<file path="src/rtl/kat_pkg.sv">
`timescale 1ns / 1ps
// ----------------------------------------------------------------------------
// Key action timer table package
// Shared types, codes and the payload classifier for the timer table block.
// ----------------------------------------------------------------------------
package kat_pkg;

    // Input item kinds
    localparam logic OP_KEY  = 1'b0;
    localparam logic OP_TICK = 1'b1;

    // Key routes
    localparam logic [1:0] ROUTE_ANALOG    = 2'd0;
    localparam logic [1:0] ROUTE_MOMENTARY = 2'd1;
    localparam logic [1:0] ROUTE_TOGGLE    = 2'd2;
    localparam logic [1:0] ROUTE_SPECIAL   = 2'd3;

    // Scheduled actions
    localparam logic [1:0] ACT_SET    = 2'd0;
    localparam logic [1:0] ACT_UNSET  = 2'd1;
    localparam logic [1:0] ACT_TOGGLE = 2'd2;

    // Event targets
    localparam logic [2:0] TGT_KEYBOARD = 3'd0;
    localparam logic [2:0] TGT_LAYER    = 3'd1;
    localparam logic [2:0] TGT_JOYSTICK = 3'd2;
    localparam logic [2:0] TGT_MOUSE    = 3'd3;
    localparam logic [2:0] TGT_LOCK     = 3'd4;
    localparam logic [2:0] TGT_NONE     = 3'd5;

    // Configuration register indexes
    localparam logic [7:0] CFG_PRESS_THR   = 8'd0;
    localparam logic [7:0] CFG_RELEASE_THR = 8'd1;

    localparam logic [7:0] PRESS_THR_RST   = 8'd128;
    localparam logic [7:0] RELEASE_THR_RST = 8'd64;

    // Payload ranges
    localparam logic [7:0] KBD_LO_END  = 8'hA4;
    localparam logic [7:0] KBD_MOD_LO  = 8'hE0;
    localparam logic [7:0] KBD_MOD_HI  = 8'hE7;
    localparam logic [7:0] LAYER_LO    = 8'hD0;
    localparam logic [7:0] LAYER_HI    = 8'hDF;
    localparam logic [7:0] JOY_LO      = 8'hB0;
    localparam logic [7:0] JOY_HI      = 8'hCF;
    localparam logic [7:0] MOUSE_LO    = 8'hA5;
    localparam logic [7:0] MOUSE_HI    = 8'hAA;
    localparam logic [7:0] LOCK_CODE   = 8'hFF;

    typedef enum logic [2:0] {
        S_IDLE,
        S_KEY,
        S_SCAN,
        S_PLACE,
        S_TICK,
        S_FLUSH
    } t_state;

    typedef struct packed {
        logic [7:0]  payload;
        logic [1:0]  action;
        logic [15:0] delay;
    } t_entry;

    typedef struct packed {
        logic load;
        logic walk_start;
        logic key_eval;
        logic walk_run;
        logic place;
        logic flush;
    } t_cmd;

    typedef struct packed {
        logic sched;
        logic walk_done;
        logic pend_vld;
    } t_stat;

    typedef struct packed {
        logic [2:0] target;
        logic [7:0] index;
    } t_class;

    function automatic t_class classify(input logic [7:0] p);
        t_class c;
        c.target = TGT_NONE;
        c.index  = 8'd0;
        if (p <= KBD_LO_END || (p >= KBD_MOD_LO && p <= KBD_MOD_HI)) begin
            c.target = TGT_KEYBOARD;
            c.index  = p;
        end else if (p >= LAYER_LO && p <= LAYER_HI) begin
            c.target = TGT_LAYER;
            c.index  = p - LAYER_LO;
        end else if (p >= JOY_LO && p <= JOY_HI) begin
            c.target = TGT_JOYSTICK;
            c.index  = p - JOY_LO;
        end else if (p >= MOUSE_LO && p <= MOUSE_HI) begin
            c.target = TGT_MOUSE;
            c.index  = p - MOUSE_LO;
        end else if (p == LOCK_CODE) begin
            c.target = TGT_LOCK;
        end
        return c;
    endfunction

endpackage

</file>
<file path="src/rtl/kat_ctrl.sv">
`timescale 1ns / 1ps
// ----------------------------------------------------------------------------
// Key action timer table controller
// Sequences key evaluation, slot scan, placement, tick walk and final flush.
// ----------------------------------------------------------------------------
module kat_ctrl (
    input  logic            i_clk,
    input  logic            i_rst_n,
    input  logic            i_in_valid,
    output logic            o_in_ready,
    input  logic            i_operation,
    input  kat_pkg::t_stat  i_stat,
    output kat_pkg::t_cmd   o_cmd
);
    import kat_pkg::*;

    t_state r_state, n_state;

    always_ff @(posedge i_clk) begin
        if (!i_rst_n) begin
            r_state <= S_IDLE;
        end else begin
            r_state <= n_state;
        end
    end

    always_comb begin
        n_state = r_state;
        unique case (r_state)
            S_IDLE: begin
                if (i_in_valid) begin
                    n_state = (i_operation == OP_TICK) ? S_TICK : S_KEY;
                end
            end
            S_KEY: begin
                n_state = i_stat.sched ? S_SCAN : S_IDLE;
            end
            S_SCAN: begin
                if (i_stat.walk_done) begin
                    n_state = S_PLACE;
                end
            end
            S_PLACE: begin
                n_state = S_IDLE;
            end
            S_TICK: begin
                if (i_stat.walk_done) begin
                    n_state = S_FLUSH;
                end
            end
            S_FLUSH: begin
                if (!i_stat.pend_vld) begin
                    n_state = S_IDLE;
                end
            end
            default: begin
                n_state = S_IDLE;
            end
        endcase
    end

    always_comb begin
        o_cmd      = '0;
        o_in_ready = 1'b0;
        unique case (r_state)
            S_IDLE: begin
                o_in_ready       = 1'b1;
                o_cmd.load       = i_in_valid;
                o_cmd.walk_start = i_in_valid;
            end
            S_KEY: begin
                o_cmd.key_eval = 1'b1;
            end
            S_SCAN, S_TICK: begin
                o_cmd.walk_run = 1'b1;
            end
            S_PLACE: begin
                o_cmd.place = 1'b1;
            end
            S_FLUSH: begin
                o_cmd.flush = 1'b1;
            end
            default: begin
                o_cmd = '0;
            end
        endcase
    end

endmodule

</file>
<file path="src/rtl/kat_dp.sv">
`timescale 1ns / 1ps
// ----------------------------------------------------------------------------
// Key action timer table datapath
// Thresholds, pressed flags, slot memory, slot walk and result register.
// ----------------------------------------------------------------------------
module kat_dp #(
    parameter int KEY_COUNT  = 16,
    parameter int SLOT_COUNT = 16
) (
    input  logic            i_clk,
    input  logic            i_rst_n,
    input  kat_pkg::t_cmd   i_cmd,
    output kat_pkg::t_stat  o_stat,
    input  logic            i_operation,
    input  logic [3:0]      i_key_index,
    input  logic [7:0]      i_key_depth,
    input  logic [1:0]      i_key_route,
    input  logic [7:0]      i_key_payload,
    input  logic [15:0]     i_action_delay,
    input  logic [15:0]     i_elapsed_ms,
    input  logic            i_cfg_valid,
    input  logic [7:0]      i_cfg_index,
    input  logic [7:0]      i_cfg_data,
    input  logic            i_out_ready,
    output logic            o_out_valid,
    output logic [7:0]      o_event_payload,
    output logic [1:0]      o_event_action,
    output logic [2:0]      o_event_target,
    output logic [7:0]      o_target_index,
    output logic            o_last_of_run
);
    import kat_pkg::*;

    localparam int KEY_SLOTS = (KEY_COUNT < 16) ? KEY_COUNT : 16;
    localparam int KIDX_W    = (KEY_SLOTS > 1) ? $clog2(KEY_SLOTS) : 1;
    localparam int SIDX_W    = (SLOT_COUNT > 1) ? $clog2(SLOT_COUNT) : 1;
    localparam int CNT_W     = $clog2(SLOT_COUNT + 1);

    // Configuration
    logic [7:0] r_press_thr, r_release_thr;

    // Captured item
    logic        r_op;
    logic [3:0]  r_key;
    logic [7:0]  r_depth;
    logic [1:0]  r_route;
    logic [7:0]  r_payload;
    logic [15:0] r_delay;
    logic [15:0] r_elapsed;

    logic [KEY_SLOTS-1:0] r_pressed;
    logic [1:0]           r_sched_act;

    // Slot store
    t_entry                r_mem [SLOT_COUNT];
    logic [SLOT_COUNT-1:0] r_valid;

    // Walk
    logic [CNT_W-1:0]  r_rd_idx;
    logic              r_q_vld;
    logic [SIDX_W-1:0] r_q_idx;
    t_entry            r_q;

    // Scan results
    logic              r_free_found;
    logic [SIDX_W-1:0] r_free_idx;
    logic [15:0]       r_worst;
    logic [SIDX_W-1:0] r_victim;

    // Pending result and output register
    logic   r_pend_vld;
    t_entry r_pend;
    logic   r_out_vld;
    t_entry r_out;
    logic   r_out_last;

    logic              key_ok, cur_pressed, down, up, sched;
    logic [1:0]        act;
    logic              rd_more, advance, is_tick, q_busy, due, stall, out_free;
    logic              tick_due, tick_keep, scan_proc, push_walk, push_flush, push;
    logic              place_we, mem_we;
    logic [SIDX_W-1:0] mem_waddr;
    t_entry            mem_wdata;
    t_class            cls;

    // Key hysteresis
    always_comb begin
        key_ok      = (r_payload != 8'd0) && ({5'd0, r_key} < 9'(KEY_COUNT));
        cur_pressed = r_pressed[r_key[KIDX_W-1:0]];
        down        = key_ok && !cur_pressed && (r_depth > r_press_thr);
        up          = key_ok && cur_pressed && (r_depth < r_release_thr);
        sched       = ((r_route == ROUTE_MOMENTARY) && (down || up)) ||
                      ((r_route == ROUTE_TOGGLE) && down);
        if (down) begin
            act = (r_route == ROUTE_TOGGLE) ? ACT_TOGGLE : ACT_SET;
        end else begin
            act = ACT_UNSET;
        end
    end

    // Walk control
    always_comb begin
        out_free   = !r_out_vld || i_out_ready;
        rd_more    = (r_rd_idx != CNT_W'(SLOT_COUNT));
        is_tick    = (r_op == OP_TICK);
        q_busy     = r_valid[r_q_idx];
        due        = q_busy && (r_q.delay <= r_elapsed);
        stall      = r_q_vld && is_tick && due && r_pend_vld && !out_free;
        advance    = i_cmd.walk_run && !stall;
        tick_due   = advance && r_q_vld && is_tick && due;
        tick_keep  = advance && r_q_vld && is_tick && q_busy && !due;
        scan_proc  = advance && r_q_vld && !is_tick;
        push_walk  = tick_due && r_pend_vld;
        push_flush = i_cmd.flush && r_pend_vld && out_free;
        push       = push_walk || push_flush;
        place_we   = i_cmd.place && (r_free_found || (r_delay < r_worst));
    end

    // Memory write port: placement or wait update
    always_comb begin
        mem_we    = place_we || tick_keep;
        mem_waddr = r_q_idx;
        mem_wdata = '{payload: r_q.payload, action: r_q.action,
                      delay: r_q.delay - r_elapsed};
        if (place_we) begin
            mem_waddr = r_free_found ? r_free_idx : r_victim;
            mem_wdata = '{payload: r_payload, action: r_sched_act, delay: r_delay};
        end
    end

    always_ff @(posedge i_clk) begin
        if (mem_we) begin
            r_mem[mem_waddr] <= mem_wdata;
        end
        if (advance && rd_more) begin
            r_q <= r_mem[r_rd_idx[SIDX_W-1:0]];
        end
    end

    // Control state
    always_ff @(posedge i_clk) begin
        if (!i_rst_n) begin
            r_press_thr   <= PRESS_THR_RST;
            r_release_thr <= RELEASE_THR_RST;
            r_pressed     <= '0;
            r_valid       <= '0;
            r_rd_idx      <= '0;
            r_q_vld       <= 1'b0;
            r_free_found  <= 1'b0;
            r_pend_vld    <= 1'b0;
            r_out_vld     <= 1'b0;
        end else begin
            if (i_cfg_valid) begin
                unique case (i_cfg_index)
                    CFG_PRESS_THR:   r_press_thr   <= i_cfg_data;
                    CFG_RELEASE_THR: r_release_thr <= i_cfg_data;
                    default: ;
                endcase
            end

            if (i_cmd.key_eval) begin
                if (down) begin
                    r_pressed[r_key[KIDX_W-1:0]] <= 1'b1;
                end else if (up) begin
                    r_pressed[r_key[KIDX_W-1:0]] <= 1'b0;
                end
            end

            if (place_we) begin
                r_valid[mem_waddr] <= 1'b1;
            end
            if (tick_due) begin
                r_valid[r_q_idx] <= 1'b0;
            end

            if (i_cmd.walk_start) begin
                r_rd_idx     <= '0;
                r_q_vld      <= 1'b0;
                r_free_found <= 1'b0;
            end else if (advance) begin
                r_q_vld <= rd_more;
                if (rd_more) begin
                    r_rd_idx <= r_rd_idx + CNT_W'(1);
                end
                if (scan_proc && !r_free_found && !q_busy) begin
                    r_free_found <= 1'b1;
                end
            end

            if (tick_due) begin
                r_pend_vld <= 1'b1;
            end else if (push_flush) begin
                r_pend_vld <= 1'b0;
            end

            if (push) begin
                r_out_vld <= 1'b1;
            end else if (i_out_ready) begin
                r_out_vld <= 1'b0;
            end
        end
    end

    // Payload registers
    always_ff @(posedge i_clk) begin
        if (i_cmd.load) begin
            r_op      <= i_operation;
            r_key     <= i_key_index;
            r_depth   <= i_key_depth;
            r_route   <= i_key_route;
            r_payload <= i_key_payload;
            r_delay   <= i_action_delay;
            r_elapsed <= i_elapsed_ms;
        end
        if (i_cmd.key_eval) begin
            r_sched_act <= act;
        end
        if (i_cmd.walk_start) begin
            r_worst  <= '0;
            r_victim <= '0;
        end else if (scan_proc) begin
            if (!r_free_found && !q_busy) begin
                r_free_idx <= r_q_idx;
            end else if (q_busy && (r_q.delay > r_worst)) begin
                r_worst  <= r_q.delay;
                r_victim <= r_q_idx;
            end
        end
        if (advance && rd_more) begin
            r_q_idx <= r_rd_idx[SIDX_W-1:0];
        end
        if (tick_due) begin
            r_pend <= r_q;
        end
        if (push) begin
            r_out      <= r_pend;
            r_out_last <= push_flush;
        end
    end

    always_comb begin
        cls                = classify(r_out.payload);
        o_out_valid        = r_out_vld;
        o_event_payload    = r_out.payload;
        o_event_action     = r_out.action;
        o_event_target     = cls.target;
        o_target_index     = cls.index;
        o_last_of_run      = r_out_last;
        o_stat.sched       = sched;
        o_stat.walk_done   = !rd_more && !r_q_vld;
        o_stat.pend_vld    = r_pend_vld;
    end

endmodule

</file>
<file path="src/rtl/key_action_timer_table.sv">
`timescale 1ns / 1ps
// A key sample without an edge is evaluated and returns to idle; one that
// schedules an action also scans every slot, then tries to place it. A tick walks
// every slot and then flushes; a held result port can stall the walk or the flush.
// Items are taken only in idle; the walk reads one slot per cycle unless stalled.
// Reset (synchronous, active low) releases all keys, empties all slots and
// loads thresholds 128 (press) and 64 (release).
// ----------------------------------------------------------------------------
// Key action timer table
// Key hysteresis feeding a delayed action table that fires on time ticks.
// ----------------------------------------------------------------------------
module key_action_timer_table #(
    parameter int KEY_COUNT  = 16,
    parameter int SLOT_COUNT = 16
) (
    input  logic        i_clk,
    input  logic        i_rst_n,
    // Item channel
    input  logic        i_in_valid,
    output logic        o_in_ready,
    input  logic        i_operation,
    input  logic [3:0]  i_key_index,
    input  logic [7:0]  i_key_depth,
    input  logic [1:0]  i_key_route,
    input  logic [7:0]  i_key_payload,
    input  logic [15:0] i_action_delay,
    input  logic [15:0] i_elapsed_ms,
    // Configuration channel
    input  logic        i_cfg_valid,
    output logic        o_cfg_ready,
    input  logic [7:0]  i_cfg_index,
    input  logic [7:0]  i_cfg_data,
    // Result channel
    output logic        o_out_valid,
    input  logic        i_out_ready,
    output logic [7:0]  o_event_payload,
    output logic [1:0]  o_event_action,
    output logic [2:0]  o_event_target,
    output logic [7:0]  o_target_index,
    output logic        o_last_of_run
);
    import kat_pkg::*;

    t_cmd  cmd;
    t_stat stat;

    // Register writes need no wait, so the port never holds a transaction.
    assign o_cfg_ready = 1'b1;

    // Controller: accept an item in idle, then evaluate a key sample and, if it
    // schedules an action, scan and place; or walk and flush for a tick.
    kat_ctrl u_ctrl (
        .i_clk       (i_clk),
        .i_rst_n     (i_rst_n),
        .i_in_valid  (i_in_valid),
        .o_in_ready  (o_in_ready),
        .i_operation (i_operation),
        .i_stat      (stat),
        .o_cmd       (cmd)
    );

    // Datapath: hold thresholds and pressed flags, walk the slot memory, and
    // keep one due event pending so the last one of a tick can be flagged.
    kat_dp #(
        .KEY_COUNT  (KEY_COUNT),
        .SLOT_COUNT (SLOT_COUNT)
    ) u_dp (
        .i_clk           (i_clk),
        .i_rst_n         (i_rst_n),
        .i_cmd           (cmd),
        .o_stat          (stat),
        .i_operation     (i_operation),
        .i_key_index     (i_key_index),
        .i_key_depth     (i_key_depth),
        .i_key_route     (i_key_route),
        .i_key_payload   (i_key_payload),
        .i_action_delay  (i_action_delay),
        .i_elapsed_ms    (i_elapsed_ms),
        .i_cfg_valid     (i_cfg_valid),
        .i_cfg_index     (i_cfg_index),
        .i_cfg_data      (i_cfg_data),
        .i_out_ready     (i_out_ready),
        .o_out_valid     (o_out_valid),
        .o_event_payload (o_event_payload),
        .o_event_action  (o_event_action),
        .o_event_target  (o_event_target),
        .o_target_index  (o_target_index),
        .o_last_of_run   (o_last_of_run)
    );

endmodule

</file>
<file path="config.mk">
export PLATFORM = sky130hd
export DESIGN_NAME = key_action_timer_table
export DESIGN_NICKNAME = d
export VERILOG_FILES = /design/src/rtl/kat_pkg.sv /design/src/rtl/kat_ctrl.sv /design/src/rtl/kat_dp.sv /design/src/rtl/key_action_timer_table.sv
export SDC_FILE = /design/constraint.sdc
export NUM_CORES = 1
export LEC_CHECK = 0
export BUFFER_PORTS_ARGS = -buffer_cell sky130_fd_sc_hd__buf_2
export CORE_ASPECT_RATIO = 0.6
export CORE_MARGIN = 3
export CORE_UTILIZATION = 24
export DETAILED_ROUTE_END_ITERATION = 8
export HOLD_SLACK_MARGIN = 0.05
export PLACE_DENSITY = 0.47
export SYNTH_ARGS = -nofsm -noshare
export SYNTH_HDL_FRONTEND = slang
export SYNTH_SLANG_ARGS = --single-unit
</file>
<file path="constraint.sdc">
create_clock -name i_clk -period 4.9 [get_ports i_clk]
set_input_delay 0.735 -clock i_clk [delete_from_list [all_inputs] [get_ports i_clk]]
set_output_delay 0.735 -clock i_clk [all_outputs]
set_load 0.01 [all_outputs]
</file>
==> run_results.csv, run 1 <==
group,metric,value,unit
die,die-area,0.1111,mm^2
setup_path,rrSetupSlack,720,ps
die,die_w,428.3,um
detailed_routing,routedWlPerCell,21.37,um
setup_path,worstPathArrival,4480,ps
setup_path,cp_common_cell,"a21o_1",
logic_synthesis,synth-compound-area-share,5.929,%
timing,skew,28.86,ps
timing,setup_viol,0,
placement,place_hpwl,45780,um
setup_path,critical_path_class,"reg -> reg",
logic_synthesis,synth.top_cell.area_share,61.74,%
detailed_routing,routed_via_density,4.600,
detailed_routing,route.detailed.drc,0,
detailed_routing,routed_wl,67340,um
detailed_routing,dr.pass1.iters,5,
grt,antenna_found_initial,3,
timing,worst_pin_slew,1219,ps
setup_path,max_stage_delay,960,ps
setup_path,reg2regPathDepth,10,
clock_tree,cts.sink_count,608,
logic_synthesis,synth_warnings,0,
cells_and_area,finalNetCount,1843,
timing,holdWs,284.1,ps
logic_synthesis,synth_xor_area_share,0.5116,%
power,p_sw_share,23.37,%
clock_tree,post-cts-setup-buffer-count,0,
logic_synthesis,yosys.area.top_type,"edfxtp_1",
detailed_routing,met2_length,28320,um
logic_synthesis,ys_seq_area_share,67.98,%
logic_synthesis,async_flop_share,0,%
logic_synthesis,synth-adder-area-share,3.586,%
clock_tree,cts_resized,0,
setup_path,critPathMaxFanout,26,
min_path,min_from,"i_key_depth[2]",
timing,maxSlewViolCount,0,
power,intPower,8.584,mW
min_path,min_path_type,"in -> reg",
cells_and_area,fillers,10490,
setup_path,cp_slowest_cell,"mux2i_1",
timing,finalSetupTns,0,ps
clock_tree,worst_skew_pair.late_latency,620,ps
setup_path,cp_top_family,"compound AO/OA/AOI/OAI gates",
placement,dpl-instance-area,0.02821,mm^2
logic_synthesis,syn_area_per_cell,16.57,um^2
power,power.density,372.8,mW/mm^2
min_path,min_path_cells,1,
clock_tree,cts_root_buf,"clkbuf_16",
cells_and_area,finalCoreUtilization,28.46,%
timing,relSlewSlack,18.19,%
setup_path,rr_endpoint,"u_dp.r_mem[11][4]",
logic_synthesis,yosys-top-cells-area,"edfxtp_1 (62%), mux4_2 (12%), dfxtp_1 (6.2%)",
grt,track_usage,11.87,%
detailed_routing,wirelength_met1,33670,um
logic_synthesis,synth_top_family_by_area,"multiplexers",
die,die_h,259.4,um
clock_tree,cts_tree,"done",
grt,first_global_vias,14450,
cells_and_area,drive_above_1_share,24.74,%
detailed_routing,vias,14500,
clock_tree,clk_pin_slew,60,ps
setup_path,crit_required,5200,ps
timing,finalHoldViolations,0,
detailed_routing,drt_first_iter_violations,1252,
logic_synthesis,synth_mux_area_share,13.88,%
die,num_io_pins,101,
logic_synthesis,synth_simple_gate_area_share,5.817,%
power,power_frac_seq,53.0,%
setup_path,startpoint,"u_dp.r_delay[9]",
detailed_routing,highest_layer,"met4",
power,pwr-share-clk,39.0,%
logic_synthesis,syn-num-nets,1699,
timing,fin_crit_sh,85.32,%
timing,rsz0062_at_grt,"no",
placement,io_buffers,99,
placement,routabilityCongestion,0.8084,
setup_path,crit_path_end_kind,"flip-flop",
detailed_routing,met3_length,4151,um
power,p_leak,9.764,nW
die,start_util,24.33,%
logic_synthesis,synth-edff-count,528,
power,vdd_drop_max,0.2346,mV
detailed_routing,detail-route-antenna-nets,0,
timing,fmax,0.2392,GHz
setup_path,worstPathCellList,"ha_1 > a21o_1 > a21o_1 > a21oi_1 > o21a_1 > o22ai_1 > nor2_2 > mux2i_1 > nor3_2 > buf_4",
setup_path,startpoint_type,"flip-flop",
job,cap_violations,0,
clock_tree,h-tree-depth,2,
logic_synthesis,netlist_area,0.02568,mm^2
setup_path,path_buf_inv,1,
cells_and_area,syn_to_final_growth,16.99,%
power,p_comb_share,8.0,%
grt,grt_pass1_wl,99030,um
power,p_total,11.20,mW
grt,grt_max_degree,53,
power,switching_power,2.618,mW
cells_and_area,n_antenna_cell,0,
clock_tree,numCtsBuffers,59,
cells_and_area,design_area,0.03005,mm^2
setup_path,rr_startpoint,"u_dp.r_delay[9]",
clock_tree,holdBufCountCts,0,
logic_synthesis,synth_cell_types,68,
logic_synthesis,ys_ff_latch,608,
die,core_area,0.1056,mm^2
grt,gr-total-overflow,0,
clock_tree,cts_buffer_depth,3,
die,rows,92,
logic_synthesis,synthFlopType,"edfxtp_1",
min_path,min_to,"u_dp.r_depth[2]",
status,outcome,"completed",
timing,finalCriticalPeriod,4181,ps
logic_synthesis,synthCells,1550,
[final cells by class]
| type | instances | area, um^2 | share of cell area [%] |
|---|---|---|---|
| Inverter | 79 | 296.5 | 0.9870 |
| Sequential cell | 608 | 17470 | 58.13 |
| Multi-Input combinational cell | 793 | 7747 | 25.79 |
| Clock buffer | 76 | 1612 | 5.364 |
| Clock inverter | 33 | 221.5 | 0.7371 |
| Tap cell | 1410 | 1764 | 5.872 |
| Timing Repair Buffer | 153 | 938.4 | 3.123 |
[how the worst max path moves through the flow]
stage | to | depth (start not counted)
after CTS | u_dp.r_mem[11][4] | 10
after floorplan | u_dp.r_mem[0][0] | 9
after detailed placement | u_dp.r_mem[11][9] | 10
after global placement | u_dp.r_mem[8][11] | 11
after global routing | o_target_index[4] | 11
final | u_dp.r_mem[11][4] | 10
[metal layers]
metal | global-route usage [%] | up-vias
met1 | 18.52 | 7519
met3 | 2.007 | 80
li1 | - | 6447
met5 | 0 | -
met4 | 2.558 | 0
met2 | 17.02 | 453
[synth_stat cells, types with 4 or more instances]
cell type    n
nand2_1     62
o21ai_0     40
nor3_1      44
a31oi_1     17
a21oi_1     51
o21a_1      18
a21o_1      22
edfxtp_1   528
clkbuf_1    50
o221a_2     11
nor2_1      86
xor2_1       7
ha_1        72
a41oi_1      9
or3_1        9
mux2i_1     38
and2_1      10
or2_2        4
buf_1        9
nor2b_1     20
buf_2        8
nand2b_1    13
nand4_1     18
xnor2_1      8
a32oi_1     16
nand3_1     11
nor4_1       8
inv_1       78
o211ai_1     7
mux4_2     137
o31ai_1      5
dfxtp_1     80
[power groups by stage]
stage	Combinational (mW)	Clock, mW	Sequential, mW
detailed placement	0.906	0	6.05
CTS	0.910	4.51	5.94
finish	0.897	4.36	5.94
global placement	0.885	0	6.05
global route	0.987	4.72	5.95
floorplan	0.534	0	6.01
[worst register-to-register path, cell delays in order, from the launching register on]
cell	delay, ps
edfxtp_1	410
ha_1	310
a21o_1	180
a21o_1	170
a21oi_1	300
o21a_1	230
o22ai_1	170
nor2_2	670
mux2i_1	970
nor3_2	100
buf_4	340
[cell families (layout without fill, tap and decap cells)]
kind of cell	Yosys count	after routing
mux	181	181
fa+ha+maj	73	73
compound gates	221	221
other cells	1	1
xor+xnor	15	15
simple gates	302	302
flops	608	608
buf+inv	149	341
[registers in the layout, indices dropped and copies added, names as in the netlist, 2 cells and up, named ones only]
signal                flops
u_dp.r_release_thr        8
u_dp.r_q                 26
u_dp.o_event_action       2
u_dp.r_pend              10
u_dp.r_mem              416
u_dp.r_payload            8
u_dp.r_sched_act          2
u_dp.r_route              2
u_dp.r_victim             4
u_dp.r_q_idx              4
u_dp.r_key                4
u_dp.r_rd_idx             5
u_dp.r_elapsed           16
u_dp.r_depth              8
u_dp.r_press_thr          8
u_dp.r_free_idx           4
u_dp.o_event_payload      8
u_ctrl.r_state            3
u_dp.r_worst             16
u_dp.r_valid             16
u_dp.r_delay             16
[cell usage in the layout, fill, tap and decap left out, types with 9 or more instances in the layout]
master and instances:
clkbuf_1 11, a41oi_1 9, a21o_1 22, clkbuf_16 60, nand2b_1 13, a21oi_1 49, nand4_1 18, a32oi_1 16
nor3_1 28, nand3_1 11, or3_1 9, clkinv_2 14, o21ai_0 38, o221a_2 11, nor2b_1 20, nor3_2 16
ha_1 72, a31oi_1 17, clkinv_1 13, buf_4 51, o21a_1 18, mux2i_1 38, dfxtp_1 77, mux4_2 137
inv_1 78, buf_2 99, edfxtp_1 528, nand2_1 62, nor2_1 85
[stage by stage]
stage | cells | worst slack, ps
2_1_floorplan | 1550 | 404.2
3_3_place_gp | 3043 | 906.7
3_5_place_dp | 3043 | 776.4
4_1_cts | 3152 | 755.3
5_1_grt | 3152 | 484.8
6_report | 3152 | 719.1
(Power assumes the default switching activity.)
==> run 2: changes to the inputs <==
--- a/config.mk
+++ b/config.mk
@@ -6,12 +6,14 @@
 export NUM_CORES = 1
 export LEC_CHECK = 0
 export BUFFER_PORTS_ARGS = -buffer_cell sky130_fd_sc_hd__buf_2
+export CELL_PAD_IN_SITES_DETAIL_PLACEMENT = 1
+export CELL_PAD_IN_SITES_GLOBAL_PLACEMENT = 1
 export CORE_ASPECT_RATIO = 0.6
 export CORE_MARGIN = 3
 export CORE_UTILIZATION = 24
 export DETAILED_ROUTE_END_ITERATION = 8
 export HOLD_SLACK_MARGIN = 0.05
-export PLACE_DENSITY = 0.47
+export PLACE_DENSITY = 0.51
 export SYNTH_ARGS = -nofsm -noshare
 export SYNTH_HDL_FRONTEND = slang
 export SYNTH_SLANG_ARGS = --single-unit
==> run 2 against run 1 <==
Register-to-register slack improved by 70 ps; global-route usage up 0.95 points; sequential power about the same; largest power group unchanged.
==> run_results.csv, run 2 (synthesized netlist as in run 1, its figures left out) <==
group,metric,value,unit
status,outcome,"completed",
setup_path,crit_path_end_kind,"output pin",
setup_path,cp_top_family,"compound AO/OA/AOI/OAI gates",
power,p_sw_share,23.47,%
clock_tree,h-tree-depth,2,
setup_path,cp_slowest_cell,"o31ai_1",
setup_path,path_buf_inv,2,
cells_and_area,syn_to_final_growth,17.27,%
timing,finalSetupTns,0,ps
clock_tree,post-cts-setup-buffer-count,0,
detailed_routing,route.detailed.drc,0,
grt,globalRouteMet2Util,18.54,%
clock_tree,holdBufCountCts,0,
clock_tree,numCtsBuffers,55,
timing,maxSlewViolCount,0,
detailed_routing,drt_first_iter_violations,1315,
clock_tree,cts_resized,0,
timing,finalCriticalPeriod,4301,ps
setup_path,startpoint_type,"flip-flop",
die,start_util,24.33,%
clock_tree,cts_root_buf,"clkbuf_16",
die,num_io_pins,101,
placement,io_buffers,99,
clock_tree,clk_pin_slew,70,ps
min_path,min_path_type,"in -> reg",
grt,grt_pass1_wl,105700,um
setup_path,critPathMaxFanout,7,
placement,routabilityCongestion,0.7895,
cells_and_area,largest_reg_flops,416,
timing,relSlewSlack,30.73,%
clock_tree,cts.sink_count,608,
power,power.density,383.2,mW/mm^2
detailed_routing,detail-route-antenna-nets,0,
cells_and_area,final_cell_mix,"edfxtp_1 (528), mux4_2 (137), buf_2 (99)",
grt,gr-total-overflow,0,
setup_path,crit_required,4160,ps
detailed_routing,vias,14430,
timing,fmax,0.2325,GHz
power,intPower,8.832,mW
timing,setup_viol,0,
timing,finalHoldViolations,0,
clock_tree,worst_skew_pair.late_latency,630,ps
job,cap_violations,0,
grt,grt_max_degree,63,
die,die_w,428.3,um
power,vdd_drop_max,0.2672,mV
grt,antenna_found_initial,2,
cells_and_area,finalCoreUtilization,28.53,%
cells_and_area,finalNetCount,1836,
cells_and_area,regMostFlops,"u_dp.r_mem",
cells_and_area,top_regs,"u_dp.r_mem x416, u_dp.r_q x26",
setup_path,max_stage_delay,610,ps
timing,fin_crit_sh,87.78,%
detailed_routing,routedWlPerCell,22.93,um
power,pwr-share-clk,40.5,%
timing,worst_pin_slew,1035,ps
cells_and_area,layout_commonest_cell,"edfxtp_1",
detailed_routing,dr.pass1.iters,5,
clock_tree,cts_tree,"done",
placement,place_hpwl,48890,um
cells_and_area,drive_above_1_share,24.47,%
timing,skew,27.50,ps
grt,track_usage,12.82,%
grt,grt_busiest_layer,"met1",
power,power_frac_seq,51.5,%
grt,grt.met1_usage,20.21,%
detailed_routing,routed_wl,72130,um
grt,first_global_vias,15160,
timing,rsz0062_at_grt,"no",
grt,met3_usage,2.053,%
clock_tree,cts_buffer_depth,3,
setup_path,worstPathCellList,"inv_1 > ha_1 > nor2b_1 > o211a_1 > o31ai_1 > nand2b_1 > nand2b_1 > nor2_1 > o21ai_0 > o31ai_1 > buf_2",
power,switching_power,2.709,mW
power,p_leak,9.761,nW
die,core_area,0.1056,mm^2
die,die_h,259.4,um
detailed_routing,routed_via_density,4.589,
die,rows,92,
power,p_comb_share,8.0,%
setup_path,worstPathArrival,3570,ps
die,die-area,0.1111,mm^2
setup_path,critical_path_class,"reg -> out",
==> run 2: final timing paths <==
path | from | slack (ps) | cells past startpoint | endpoint
max | u_dp.o_event_payload[0] | 600 | 11 | o_target_index[4]
min | i_action_delay[8] | 280 | 1 | u_dp.r_delay[8]
max reg2reg | u_dp.r_q[0] | 790 | 12 | u_dp.r_mem[13][17]
min reg2reg | u_dp.r_pend[16] | 420 | 0 | u_dp.o_event_action[0]
==> run 2: area by class of cell <==
class                   count  area [um^2]
diodes                      2        5.005
flip-flops and latches    608        17470
clock inverters            37        464.2
clock buffers              66         1460
repair buffers            150        915.9
multi-input cells         793         7744
well taps                1410         1764
inverters                  79        296.5
fillers                 11040        75440
==> run 2: power by group through the flow <==
stage / Combinational (mW) / Sequential, mW / Clock (mW)
6_report: 0.923 / 5.94 / 4.67
3_5_place_dp: 0.934 / 6.06 / 0
2_1_floorplan: 0.534 / 6.01 / 0
3_3_place_gp: 0.907 / 6.06 / 0
4_1_cts: 0.937 / 5.94 / 4.82
5_1_grt: 1.02 / 5.95 / 5.04
==> run 2: routing by layer <==
layer | vias to the layer above | share of wire, %
met5 | - | 0
met3 | 61 | 5.6
met2 | 354 | 43
li1 | 6427 | -
met1 | 7590 | 51
met4 | 0 | 1.2
==> run 2: metrics by stage <==
| step | cell area [um^2] | power, mW | setup slack (ps) | instances | hold slack, ps |
|---|---|---|---|---|---|
| floorplan | 25680 | 6.543 | 404.2 | 1550 | 400.3 |
| global placement | 28190 | 6.965 | 940.5 | 3040 | 411.1 |
| detailed placement | 28190 | 6.993 | 797.3 | 3040 | 413.4 |
| CTS | 30110 | 11.70 | 598.5 | 3143 | 228.0 |
| global route | 30110 | 12.01 | 300.7 | 3143 | 232.9 |
| finish | 30120 | 11.54 | 598.8 | 3145 | 278.8 |
==> run 3: changes to the inputs <==
--- a/config.mk
+++ b/config.mk
@@ -6,14 +6,15 @@
 export NUM_CORES = 1
 export LEC_CHECK = 0
 export BUFFER_PORTS_ARGS = -buffer_cell sky130_fd_sc_hd__buf_2
-export CELL_PAD_IN_SITES_DETAIL_PLACEMENT = 1
-export CELL_PAD_IN_SITES_GLOBAL_PLACEMENT = 1
+export CELL_PAD_IN_SITES_DETAIL_PLACEMENT = 2
+export CELL_PAD_IN_SITES_GLOBAL_PLACEMENT = 2
 export CORE_ASPECT_RATIO = 0.6
 export CORE_MARGIN = 3
 export CORE_UTILIZATION = 24
 export DETAILED_ROUTE_END_ITERATION = 8
 export HOLD_SLACK_MARGIN = 0.05
-export PLACE_DENSITY = 0.51
+export PLACE_DENSITY = 0.56
+export REMOVE_ABC_BUFFERS = 1
 export SYNTH_ARGS = -nofsm -noshare
 export SYNTH_HDL_FRONTEND = slang
 export SYNTH_SLANG_ARGS = --single-unit
==> run 3 against run 2 <==
Die area is the same; count of clock-buffer cells in the layout increased by 1; maximum frequency is 2.0% lower; clock power increased by 5.1%; global-route usage rose by 0.84 points; cell area increased by 0.32%; utilization rose by 0.090 points; largest cell class unchanged.
==> run_results.csv, run 3 (synthesized netlist as in run 1, its figures left out) <==
group,metric,value,unit
timing,relSlewSlack,16.94,%
clock_tree,clk_pin_slew,70,ps
status,outcome,"completed",
grt,gr-total-overflow,0,
min_path,min_path_type,"in -> reg",
clock_tree,holdBufCountCts,0,
cells_and_area,finalNetCount,1838,
power,p_leak,9.816,nW
cells_and_area,finalCoreUtilization,28.62,%
clock_tree,h-tree-depth,2,
setup_path,reg2regPathDepth,12,
setup_path,rr_endpoint,"u_dp.r_mem[13][18]",
detailed_routing,routedWlPerCell,24.39,um
cells_and_area,top_regs,"u_dp.r_mem x416, u_dp.r_q x26",
power,power.density,389.6,mW/mm^2
min_path,min_path_cells,1,
timing,finalSetupTns,0,ps
detailed_routing,vias,14660,
cells_and_area,regMostFlops,"u_dp.r_mem",
placement,place_hpwl,49900,um
timing,finalCriticalPeriod,4388,ps
detailed_routing,drt_first_iter_violations,1196,
die,start_util,24.33,%
detailed_routing,routed_wl,76750,um
power,vdd_drop_max,0.2859,mV
clock_tree,cts_resized,0,
grt,first_global_vias,15630,
setup_path,max_stage_delay,650,ps
clock_tree,worst_skew_pair.late_latency,660,ps
setup_path,rrSetupSlack,820,ps
die,rows,92,
detailed_routing,detail-route-antenna-nets,0,
cells_and_area,drive_above_1_share,24.60,%
timing,rsz0062_at_grt,"no",
timing,worst_pin_slew,1246,ps
setup_path,cp_slowest_cell,"o31ai_1",
clock_tree,cts_tree,"done",
timing,setup_viol,0,
job,cap_violations,0,
clock_tree,post-cts-setup-buffer-count,0,
die,die_w,428.3,um
setup_path,crit_path_end_kind,"output pin",
setup_path,startpoint_type,"flip-flop",
setup_path,worstPathArrival,3650,ps
cells_and_area,largest_reg_flops,416,
clock_tree,numCtsBuffers,58,
min_path,min_from,"i_key_index[0]",
detailed_routing,routed_via_density,4.659,
detailed_routing,route.detailed.drc,0,
setup_path,rr_startpoint,"u_dp.r_q[0]",
timing,fmax,0.2279,GHz
grt,antenna_found_initial,2,
cells_and_area,layout_commonest_cell,"edfxtp_1",
die,num_io_pins,101,
timing,skew,28.00,ps
cells_and_area,final_cell_mix,"edfxtp_1 (528), mux4_2 (137), buf_2 (99)",
min_path,min_to,"u_dp.r_key[0]",
setup_path,critPathMaxFanout,8,
grt,grt_pass1_wl,112100,um
grt,track_usage,13.65,%
setup_path,crit_required,4160,ps
clock_tree,cts.sink_count,608,
cells_and_area,syn_to_final_growth,17.64,%
cells_and_area,fillers,10880,
timing,finalHoldViolations,0,
setup_path,path_buf_inv,2,
setup_path,critical_path_class,"reg -> out",
die,die_h,259.4,um
die,die-area,0.1111,mm^2
die,core_area,0.1056,mm^2
cells_and_area,design_area,0.03021,mm^2
setup_path,worstPathCellList,"inv_1 > ha_1 > nor2b_1 > o211a_1 > o31ai_1 > nand2b_1 > nand2b_1 > nor2_1 > o21ai_0 > o31ai_1 > buf_2",
clock_tree,cts_buffer_depth,3,
placement,routabilityCongestion,0.7544,
timing,maxSlewViolCount,0,
timing,fin_crit_sh,89.55,%
clock_tree,cts_root_buf,"clkbuf_16",
setup_path,cp_top_family,"compound AO/OA/AOI/OAI gates",
placement,dpl-instance-area,0.02815,mm^2
grt,grt_max_degree,107,
placement,io_buffers,99,
detailed_routing,dr.pass1.iters,5,
[run 3: worst max-delay path by stage]
stage	startpoint	endpoint	slack (ps)	cells after the start
finish	u_dp.o_event_payload[1]	o_target_index[4]	510	11
global route	u_dp.o_event_payload[1]	o_target_index[4]	180	11
CTS	u_dp.o_event_payload[1]	o_target_index[4]	450	11
detailed placement	u_dp.r_q[0]	u_dp.r_mem[13][18]	840	12
global placement	u_dp.r_q[0]	u_dp.r_mem[13][18]	1040	12
floorplan	u_dp.r_rd_idx[0]	u_dp.r_q[0]	-1520	5
[run 3: through the flow]
stage	power (mW)	std cells	hold slack [ps]	worst slack, ps
global route	12.25	3146	206.3	184.0
global placement	6.926	3038	402.3	1035
finish	11.77	3147	249.4	512.1
CTS	11.94	3145	198.4	453.1
detailed placement	6.973	3038	405.6	838.1
floorplan	6.549	1480	400.3	-1519
[run 3: layout make-up]
cell class / count / area [um^2] / area share (%)
repair buffers: 149 / 895.9 / 2.965
diodes: 1 / 2.502 / 0.008283
clock inverters: 40 / 548.0 / 1.814
inverters: 79 / 296.5 / 0.9816
multi-input cells: 793 / 7732 / 25.60
clock buffers: 67 / 1505 / 4.982
well taps: 1410 / 1764 / 5.840
flip-flops and latches: 608 / 17470 / 57.81
[run 3: metal layers]
| layer | share of wire, % | vias up | global-route usage (%) | wire length (um) |
|---|---|---|---|---|
| met1 | 51 | 7817 | 20.98 | 39050 |
| met4 | 1.5 | 0 | 2.538 | 1128 |
| li1 | - | 6438 | - | - |
| met3 | 4.9 | 84 | 2.588 | 3798 |
| met5 | 0 | - | 0 | 0 |
| met2 | 43 | 322 | 19.90 | 32770 |
[run 3: power breakdown]
part           internal [mW]  leakage, nW  switching, mW
sequential              5.87         5.43         0.0710
clock                   2.80        0.985           2.11
combinational          0.297         3.40          0.626
